`config.mk`:
```
export PLATFORM = sky130hd
export DESIGN_NAME = scatter_gather_chunk_walker_top
export DESIGN_NICKNAME = d
export VERILOG_FILES = /design/src/hdl/sgcw_pkg.sv /design/src/hdl/sgcw_table.sv /design/src/hdl/scatter_gather_chunk_walker_top.sv
export SDC_FILE = /design/constraint.sdc
export NUM_CORES = 2
export LEC_CHECK = 0
export BUFFER_PORTS_ARGS = -buffer_cell sky130_fd_sc_hd__buf_2
export CAP_MARGIN = 10
export CELL_PAD_IN_SITES_DETAIL_PLACEMENT = 1
export CELL_PAD_IN_SITES_GLOBAL_PLACEMENT = 2
export CORE_UTILIZATION = 44
export CTS_CLUSTER_DIAMETER = 150
export DETAILED_ROUTE_END_ITERATION = 10
export GPL_TIMING_DRIVEN = 0
export PLACE_DENSITY_LB_ADDON = 0.1
export RECOVER_POWER = 25
export SYNTH_ARGS = -nofsm -noshare
export SYNTH_HDL_FRONTEND = slang
export SYNTH_SLANG_ARGS = --single-unit
export TNS_END_PERCENT = 100
```
`constraint.sdc`:
```
create_clock -name clk -period 11.39 [get_ports clk]
set_clock_uncertainty 0.1 [all_clocks]
set_input_delay 0.5695 -clock clk [delete_from_list [all_inputs] [get_ports clk]]
set_output_delay 0.5695 -clock clk [all_outputs]
set_load 0.1 [all_outputs]
```
`src/hdl/sgcw_pkg.sv`:
```
// ----------------------------------------------------------------------------
// sgcw_pkg
// Shared constants and types of the scatter-gather chunk walker.
// ----------------------------------------------------------------------------
package sgcw_pkg;

	localparam int MAX_SEGMENTS = 16;
	localparam int IDX_W        = (MAX_SEGMENTS > 1) ? $clog2(MAX_SEGMENTS) : 1;
	localparam int CNT_W        = $clog2(MAX_SEGMENTS + 1);
	localparam int RESULT_CAP   = 16;
	localparam int RCNT_W       = $clog2(RESULT_CAP + 1);

	localparam logic [1:0] REQ_LOAD = 2'd0;
	localparam logic [1:0] REQ_INIT = 2'd1;
	localparam logic [1:0] REQ_XFER = 2'd2;

	typedef struct packed {
		logic [63:0] address;
		logic [31:0] length;
	} seg_entry_t;

	typedef struct packed {
		logic             wr_en;
		logic [IDX_W-1:0] wr_idx;
		seg_entry_t       wr_data;
		logic [IDX_W-1:0] rd_idx;
	} tbl_req_t;

endpackage

```
`src/hdl/sgcw_table.sv`:
```
// ----------------------------------------------------------------------------
// sgcw_table
// Segment table: one write port and one read port, registered read data.
// ----------------------------------------------------------------------------
module sgcw_table (
	input  logic                  clk,
	input  sgcw_pkg::tbl_req_t    req,
	output sgcw_pkg::seg_entry_t  rd_data
);

	sgcw_pkg::seg_entry_t mem [sgcw_pkg::MAX_SEGMENTS];
	sgcw_pkg::seg_entry_t rd_data_q;

	always_ff @(posedge clk) begin
		if (req.wr_en) begin
			mem[req.wr_idx] <= req.wr_data;
		end
		rd_data_q <= mem[req.rd_idx];
	end

	assign rd_data = rd_data_q;

endmodule

```
`src/hdl/scatter_gather_chunk_walker_top.sv`:
```
// ----------------------------------------------------------------------------
// scatter_gather_chunk_walker_top
// A load item writes one segment into the table; an init item sets the
// segment count and rewinds the cursor through the fetch state. A transfer
// item walks the list chunk by chunk, passes through the fetch state each
// time the cursor moves to a new segment (the table has a single read port
// with registered read data), and closes through the finish state; a chunk
// waits while a result is stalled on the output. The last chunk of a request
// is held back in a pending register until the walk knows it is the last,
// and results leave through an output register, so a new item is taken
// while a result waits.
// ----------------------------------------------------------------------------
module scatter_gather_chunk_walker_top (
	input  logic        clk,
	input  logic        arst_n,
	input  logic        in_valid,
	output logic        in_ready,
	input  logic [1:0]  req_type,
	input  logic [3:0]  seg_index,
	input  logic [63:0] seg_address,
	input  logic [31:0] seg_length,
	input  logic [4:0]  seg_count,
	input  logic [31:0] xfer_length,
	output logic        out_valid,
	input  logic        out_ready,
	output logic [63:0] chunk_address,
	output logic [31:0] chunk_length,
	output logic [31:0] total_done,
	output logic        last_chunk
);

	localparam logic [1:0] ST_IDLE   = 2'd0;
	localparam logic [1:0] ST_FETCH  = 2'd1;
	localparam logic [1:0] ST_WALK   = 2'd2;
	localparam logic [1:0] ST_FINISH = 2'd3;

	localparam int CW = sgcw_pkg::CNT_W;
	localparam int RW = sgcw_pkg::RCNT_W;

	logic [1:0]    state_q, ret_q;
	logic [CW-1:0] cnt_q, cur_idx_q;
	logic          hit_q;
	logic [63:0]   cur_addr_q;
	logic [31:0]   cur_left_q;
	logic [31:0]   rem_q, total_q;
	logic [RW-1:0] nchunk_q;
	logic          pend_valid_q;
	logic [63:0]   pend_addr_q;
	logic [31:0]   pend_len_q, pend_total_q;
	logic          out_valid_q, out_last_q;
	logic [63:0]   out_addr_q;
	logic [31:0]   out_len_q, out_total_q;

	sgcw_pkg::tbl_req_t   tbl_req;
	sgcw_pkg::seg_entry_t tbl_rd;

	logic          in_fire, out_free, out_load;
	logic [CW-1:0] cnt_sat, step_idx;
	logic          step_hit, idx_live, walk_done, zero_piece;
	logic [31:0]   piece, left_after;

	assign in_ready = (state_q == ST_IDLE);
	assign in_fire  = in_valid && in_ready;
	assign out_free = !out_valid_q || out_ready;

	assign cnt_sat = (8'(seg_count) > 8'(sgcw_pkg::MAX_SEGMENTS))
		? CW'(sgcw_pkg::MAX_SEGMENTS) : CW'(seg_count);

	assign step_idx   = cur_idx_q + CW'(1);
	assign step_hit   = (step_idx < cnt_q);
	assign idx_live   = (cur_idx_q < cnt_q);
	assign piece      = (rem_q < cur_left_q) ? rem_q : cur_left_q;
	assign left_after = cur_left_q - piece;
	assign walk_done  = (rem_q == 32'd0) || (nchunk_q == RW'(sgcw_pkg::RESULT_CAP));
	assign zero_piece = (cur_left_q == 32'd0);

	// The output register takes a new result when a held chunk moves on or
	// when a request closes.
	assign out_load = ((state_q == ST_WALK) && !walk_done && !zero_piece &&
		pend_valid_q && out_free) || ((state_q == ST_FINISH) && out_free);

	// The table is written only from idle and read only while walking or on
	// an init, so a read never meets a write to the same entry.
	always_comb begin
		tbl_req.wr_en           = in_fire && (req_type == sgcw_pkg::REQ_LOAD) &&
			(8'(seg_index) < 8'(sgcw_pkg::MAX_SEGMENTS));
		tbl_req.wr_idx          = sgcw_pkg::IDX_W'(seg_index);
		tbl_req.wr_data.address = seg_address;
		tbl_req.wr_data.length  = seg_length;
		tbl_req.rd_idx          = (state_q == ST_IDLE) ? '0
			: step_idx[sgcw_pkg::IDX_W-1:0];
	end

	sgcw_table u_table (
		.clk     (clk),
		.req     (tbl_req),
		.rd_data (tbl_rd)
	);

	always_ff @(posedge clk or negedge arst_n) begin
		if (!arst_n) begin
			state_q      <= ST_IDLE;
			ret_q        <= ST_IDLE;
			cnt_q        <= '0;
			cur_idx_q    <= '0;
			hit_q        <= 1'b0;
			cur_addr_q   <= '0;
			cur_left_q   <= '0;
			rem_q        <= '0;
			total_q      <= '0;
			nchunk_q     <= '0;
			pend_valid_q <= 1'b0;
			pend_addr_q  <= '0;
			pend_len_q   <= '0;
			pend_total_q <= '0;
			out_valid_q  <= 1'b0;
			out_addr_q   <= '0;
			out_len_q    <= '0;
			out_total_q  <= '0;
			out_last_q   <= 1'b0;
		end else begin
			if (out_load) begin
				out_valid_q <= 1'b1;
			end else if (out_ready) begin
				out_valid_q <= 1'b0;
			end
			unique case (state_q)
				ST_IDLE: begin
					if (in_fire) begin
						unique case (req_type)
							sgcw_pkg::REQ_INIT: begin
								cnt_q     <= cnt_sat;
								cur_idx_q <= '0;
								hit_q     <= (cnt_sat != '0);
								ret_q     <= ST_IDLE;
								state_q   <= ST_FETCH;
							end
							sgcw_pkg::REQ_XFER: begin
								rem_q        <= xfer_length;
								total_q      <= '0;
								nchunk_q     <= '0;
								pend_valid_q <= 1'b0;
								state_q      <= ST_WALK;
							end
							default: begin
							end
						endcase
					end
				end
				ST_FETCH: begin
					cur_addr_q <= hit_q ? tbl_rd.address : 64'd0;
					cur_left_q <= hit_q ? tbl_rd.length : 32'd0;
					state_q    <= ret_q;
				end
				ST_WALK: begin
					if (walk_done) begin
						state_q <= ST_FINISH;
					end else if (zero_piece) begin
						// An empty segment ends the request; step past it while
						// the list lasts.
						if (idx_live) begin
							cur_idx_q <= step_idx;
							hit_q     <= step_hit;
							ret_q     <= ST_FINISH;
							state_q   <= ST_FETCH;
						end else begin
							state_q <= ST_FINISH;
						end
					end else if (!pend_valid_q || out_free) begin
						if (pend_valid_q) begin
							out_addr_q  <= pend_addr_q;
							out_len_q   <= pend_len_q;
							out_total_q <= pend_total_q;
							out_last_q  <= 1'b0;
						end
						pend_valid_q <= 1'b1;
						pend_addr_q  <= cur_addr_q;
						pend_len_q   <= piece;
						pend_total_q <= total_q + piece;
						total_q      <= total_q + piece;
						rem_q        <= rem_q - piece;
						nchunk_q     <= nchunk_q + RW'(1);
						if (left_after == 32'd0) begin
							cur_idx_q <= step_idx;
							hit_q     <= step_hit;
							ret_q     <= ST_WALK;
							state_q   <= ST_FETCH;
						end else begin
							cur_left_q <= left_after;
							cur_addr_q <= cur_addr_q + 64'(piece);
						end
					end
				end
				ST_FINISH: begin
					if (out_free) begin
						out_last_q  <= 1'b1;
						if (pend_valid_q) begin
							out_addr_q  <= pend_addr_q;
							out_len_q   <= pend_len_q;
							out_total_q <= pend_total_q;
						end else begin
							out_addr_q  <= cur_addr_q;
							out_len_q   <= '0;
							out_total_q <= '0;
						end
						pend_valid_q <= 1'b0;
						state_q      <= ST_IDLE;
					end
				end
				default: begin
					state_q <= ST_IDLE;
				end
			endcase
		end
	end

	assign out_valid     = out_valid_q;
	assign chunk_address = out_addr_q;
	assign chunk_length  = out_len_q;
	assign total_done    = out_total_q;
	assign last_chunk    = out_last_q;

endmodule

```
==> qor.yml <==
tritoncts: "done"
gp_congestion: 0.886
power_density_nw_per_um2: 319
postSynth.asyncResetShare_pct: 21.2
syn_inst: 7092
p_sw_uw: 15200
synth-edff-count: 1536
routed_wirelength_mm: 305
fin_ws_ns: 1.22
fin_nets: 8139
cp_slowest_cell: "mux2i_1"
hold_viol_final: 0
clockPowerShare_pct: 21.3
clock_path_buffers: 3
crit_path_end_kind: "flop"
portBuffers: 273
intPower_uw: 18100
p_comb_share_pct: 49.0
fp.dieW_um: 453
rsz0062_at_grt: "no"
insertion_delay_ns: 0.89
antenna_found_initial: 32
vias: 62300
reg2reg_slack_ns: 1.22
worst-path-buf-inv: 6
slew_violations: 0
finalSetupViolCount: 0
min_to: "u_table.mem[0][85]$_DFFE_PP_"
grt_pass1_wl_mm: 442
place_area_um2: 96200
synthDistinctLibCells: 88
stdcell_area_um2: 105000
ff2ff_path_depth: 24
cts_sinks: 2071
cp_max_fo: 10
die-area_um2: 205000
grt_overflow: 0
syn_nets: 7406
grt_use_total_pct: 29.4
crit_required_ns: 12.06
vias_per_cell: 5.82
pre_cts_ws_ns: 1.34
rows: 165
multi_input_area_um2: 28500
period_share_pct: 89.3
dr.pass1.iters: 6
synth.yosys.seq_area_share_pct: 66.0
path_depth: 24
drt-wirelength-per-cell_um: 28.5
cp_common_cell: "clkbuf_1"
cts_hold_buffers: 132
fmax_ghz: 0.0983
path_cells: "inv_1 > ha_1 > nand4_1 > nor4_1 > nand3_1 > o31ai_1 > buf_2 > clkbuf_1 > mux2i_1 > ha_1 > clkbuf_1 > a21o_1 > nand2_1 > nand4b_1 > o211a_1 > a311oi_2 > or3_1 > o2111ai_1 > or4_4 > nor4_4 > o21ai_2 > buf_2 > clkbuf_1 > a31oi_1"
hold_depth: 2
core_area_um2: 202000
grt_pass1_vias: 64200
area.growth.synth_to_final_pct: 16.8
yosys_warnings: 0
ys.flop_type: "edfxtp_1"
rr_endpoint: "cur_left_q[7]$_DFFE_PN0P_"
hp-class: "primary input to flop"
crit_type: "flop to flop"
clkTransAtPathRegs_ns: 0.06
start_kind: "flop"
finalCriticalPeriod_ns: 10.17
cts-root-buf: "clkbuf_16"
worst_pin_slew_ns: 1.36
start_util_pct: 44.3
seqPwrFrac_pct: 29.7
ir_drop_mv: 0.193
switching_share_pct: 45.7
hpwl_mm: 223
numCtsBuffers: 216
relSlewSlack_pct: 6.97
first_iter_violations: 5227
status: "complete, no violations"
grt_start_max_net_pins: 97
syn_area_um2: 89500
synth-seq-cells: 2071
cp.arrival_ns: 10.85
htree_levels: 4
crit_start: "cur_left_q[29]$_DFFE_PN0P_"
hold_start: "seg_index[0]"
drc: 0
maxCapViolCount: 0
post_cts_buffers: 0
post_cts_resized: 0
antenna_left: 0
critPathTopFamily: "simple AND/OR/NAND/NOR gates"
reg2reg_from: "cur_left_q[29]$_DFFE_PN0P_"
syn_area_per_cell_um2: 12.6
num_io_pins: 274
max_stage_delay_ns: 1.17
drive_gt1_share_pct: 12.3
nFillCells: 20500
fp.dieH_um: 453
register_area_um2: 59000
leakage_uw: 0.0389
[flip-flops by register name, summed over array words and instances (netlist names), 5 cells and up]
name and count:
chunk_address 64, chunk_length 32, cnt_q 5, cur_addr_q 64, cur_idx_q 5, cur_left_q 32
nchunk_q 5, pend_addr_q 64, pend_len_q 32, pend_total_q 32, rem_q 32, total_done 32
total_q 32, u_table.mem 1536, u_table.rd_data 96
[synthesized netlist by cell type, types with 7 or more instances]
master | number | share of area (%)
edfxtp_1 | 1536 | 52
nand2_1 | 883 | 3.7
a21oi_1 | 693 | 3.9
o21ai_0 | 687 | 3.8
dfrtp_1 | 439 | 12
clkbuf_1 | 406 | 1.7
mux2i_1 | 384 | 4.3
nor2_1 | 313 | 1.3
mux2_2 | 293 | 3.7
ha_1 | 167 | 2.3
nand3_1 | 161 | 0.90
a221oi_1 | 103 | 1.0
inv_1 | 100 | 0.42
o221ai_1 | 98 | 0.96
dfxtp_1 | 96 | 2.1
a21o_1 | 89 | 0.75
xnor2_1 | 63 | 0.62
a31oi_1 | 47 | 0.33
nor3_1 | 47 | 0.26
xor2_1 | 38 | 0.37
buf_1 | 37 | 0.16
nor4_1 | 31 | 0.22
a22oi_1 | 24 | 0.20
nand2b_1 | 24 | 0.17
nand4_1 | 24 | 0.17
and3_1 | 23 | 0.16
nor2b_1 | 19 | 0.13
o21a_1 | 19 | 0.16
o21bai_1 | 16 | 0.13
a211oi_1 | 14 | 0.12
o211ai_1 | 13 | 0.11
or3_1 | 13 | 0.091
and2_1 | 12 | 0.084
nand3b_1 | 10 | 0.084
o31ai_1 | 10 | 0.084
a211o_1 | 9 | 0.088
a311oi_1 | 8 | 0.078
a22o_1 | 7 | 0.068
o311ai_0 | 7 | 0.068
or2_2 | 7 | 0.049
[metal layers]
layer  up-vias  wire length (µm)  GRT usage (%)  share of wire, %
li1      28100                 -              -                 -
met1     31800            132000           39.8                43
met2      1919            145000           48.2                47
met3       487             14400           3.36               4.7
met4         4             13400           12.2               4.4
met5         -                27              0            0.0089
[cell usage in the layout, fill, tap and decap left out, types with 38 or more instances in the layout]
cell / n
o221ai_1: 98
clkbuf_16: 217
buf_12: 43
nand3_1: 161
dfrtp_1: 439
a221oi_1: 103
mux2i_1: 383
clkinv_1: 38
nor2_1: 300
a21oi_1: 693
edfxtp_1: 1536
nand2_1: 883
inv_1: 100
buf_2: 206
ha_1: 167
o21ai_0: 683
a31oi_1: 47
xnor2_1: 63
dlygate4sd3_1: 132
mux2_2: 293
clkinv_2: 38
nor3_1: 43
dfxtp_1: 96
a21o_1: 89
clkbuf_1: 515
[worst max path at each step]
stage | endpoint | slack (ns)
after floorplan | u_table.mem[0][0]$_DFFE_PP_ | 2.48
after global placement | u_table.mem[12][31]$_DFFE_PP_ | -5.28
after detailed placement | cur_addr_q[25]$_DFFE_PN0P_ | 1.34
after CTS | cur_left_q[7]$_DFFE_PN0P_ | 1.31
after global routing | cur_addr_q[23]$_DFFE_PN0P_ | 1.12
final | cur_left_q[7]$_DFFE_PN0P_ | 1.22
[cells by family after synthesis]
family / share of synthesized area, %
AOI/OAI and AO/OA: 12.7
xor gates and xnor gates: 0.988
adders and majority gates: 2.44
buffers and inverters: 2.35
DFF: 66.0
muxes: 7.99
and+or+nand+nor: 7.60
[final cells by class]
| class | instances | area share [%] |
|---|---|---|
| Timing Repair Buffer | 515 | 4.22 |
| Clock buffer | 293 | 5.69 |
| Antenna cell | 14 | 0.0335 |
| Multi-Input combinational cell | 4466 | 27.3 |
| Clock inverter | 114 | 1.10 |
| Inverter | 103 | 0.370 |
| Sequential cell | 2071 | 56.5 |
| Buffer | 452 | 1.66 |
| Tap cell | 2672 | 3.20 |
[power groups by stage]
stage          Sequential, µW  Combinational [µW]  Clock, µW
5_1_grt                  9980               17600       7480
4_1_cts                  9870               16300       7230
6_report                 9890               16300       7120
3_5_place_dp            10000               16100          0
2_1_floorplan           10900                9310          0
3_3_place_gp             9990               15700          0
[per-stage QoR]
stage / total power [µW] / instances / util [%] / hold slack, ns / setup TNS [ns]
2_1_floorplan: 20200 / 7092 / - / 0.174 / 0
3_3_place_gp: 25700 / 10000 / 46.6 / 0.329 / -2045.92
3_5_place_dp: 26100 / 10100 / 47.6 / 0.336 / 0
4_1_cts: 33400 / 10700 / 51.8 / 0.00337 / 0
5_1_grt: 35000 / 10700 / 51.7 / 0.115 / 0
6_report: 33300 / 10700 / 51.7 / 0.139 / 0
(Power assumes the default switching activity.)
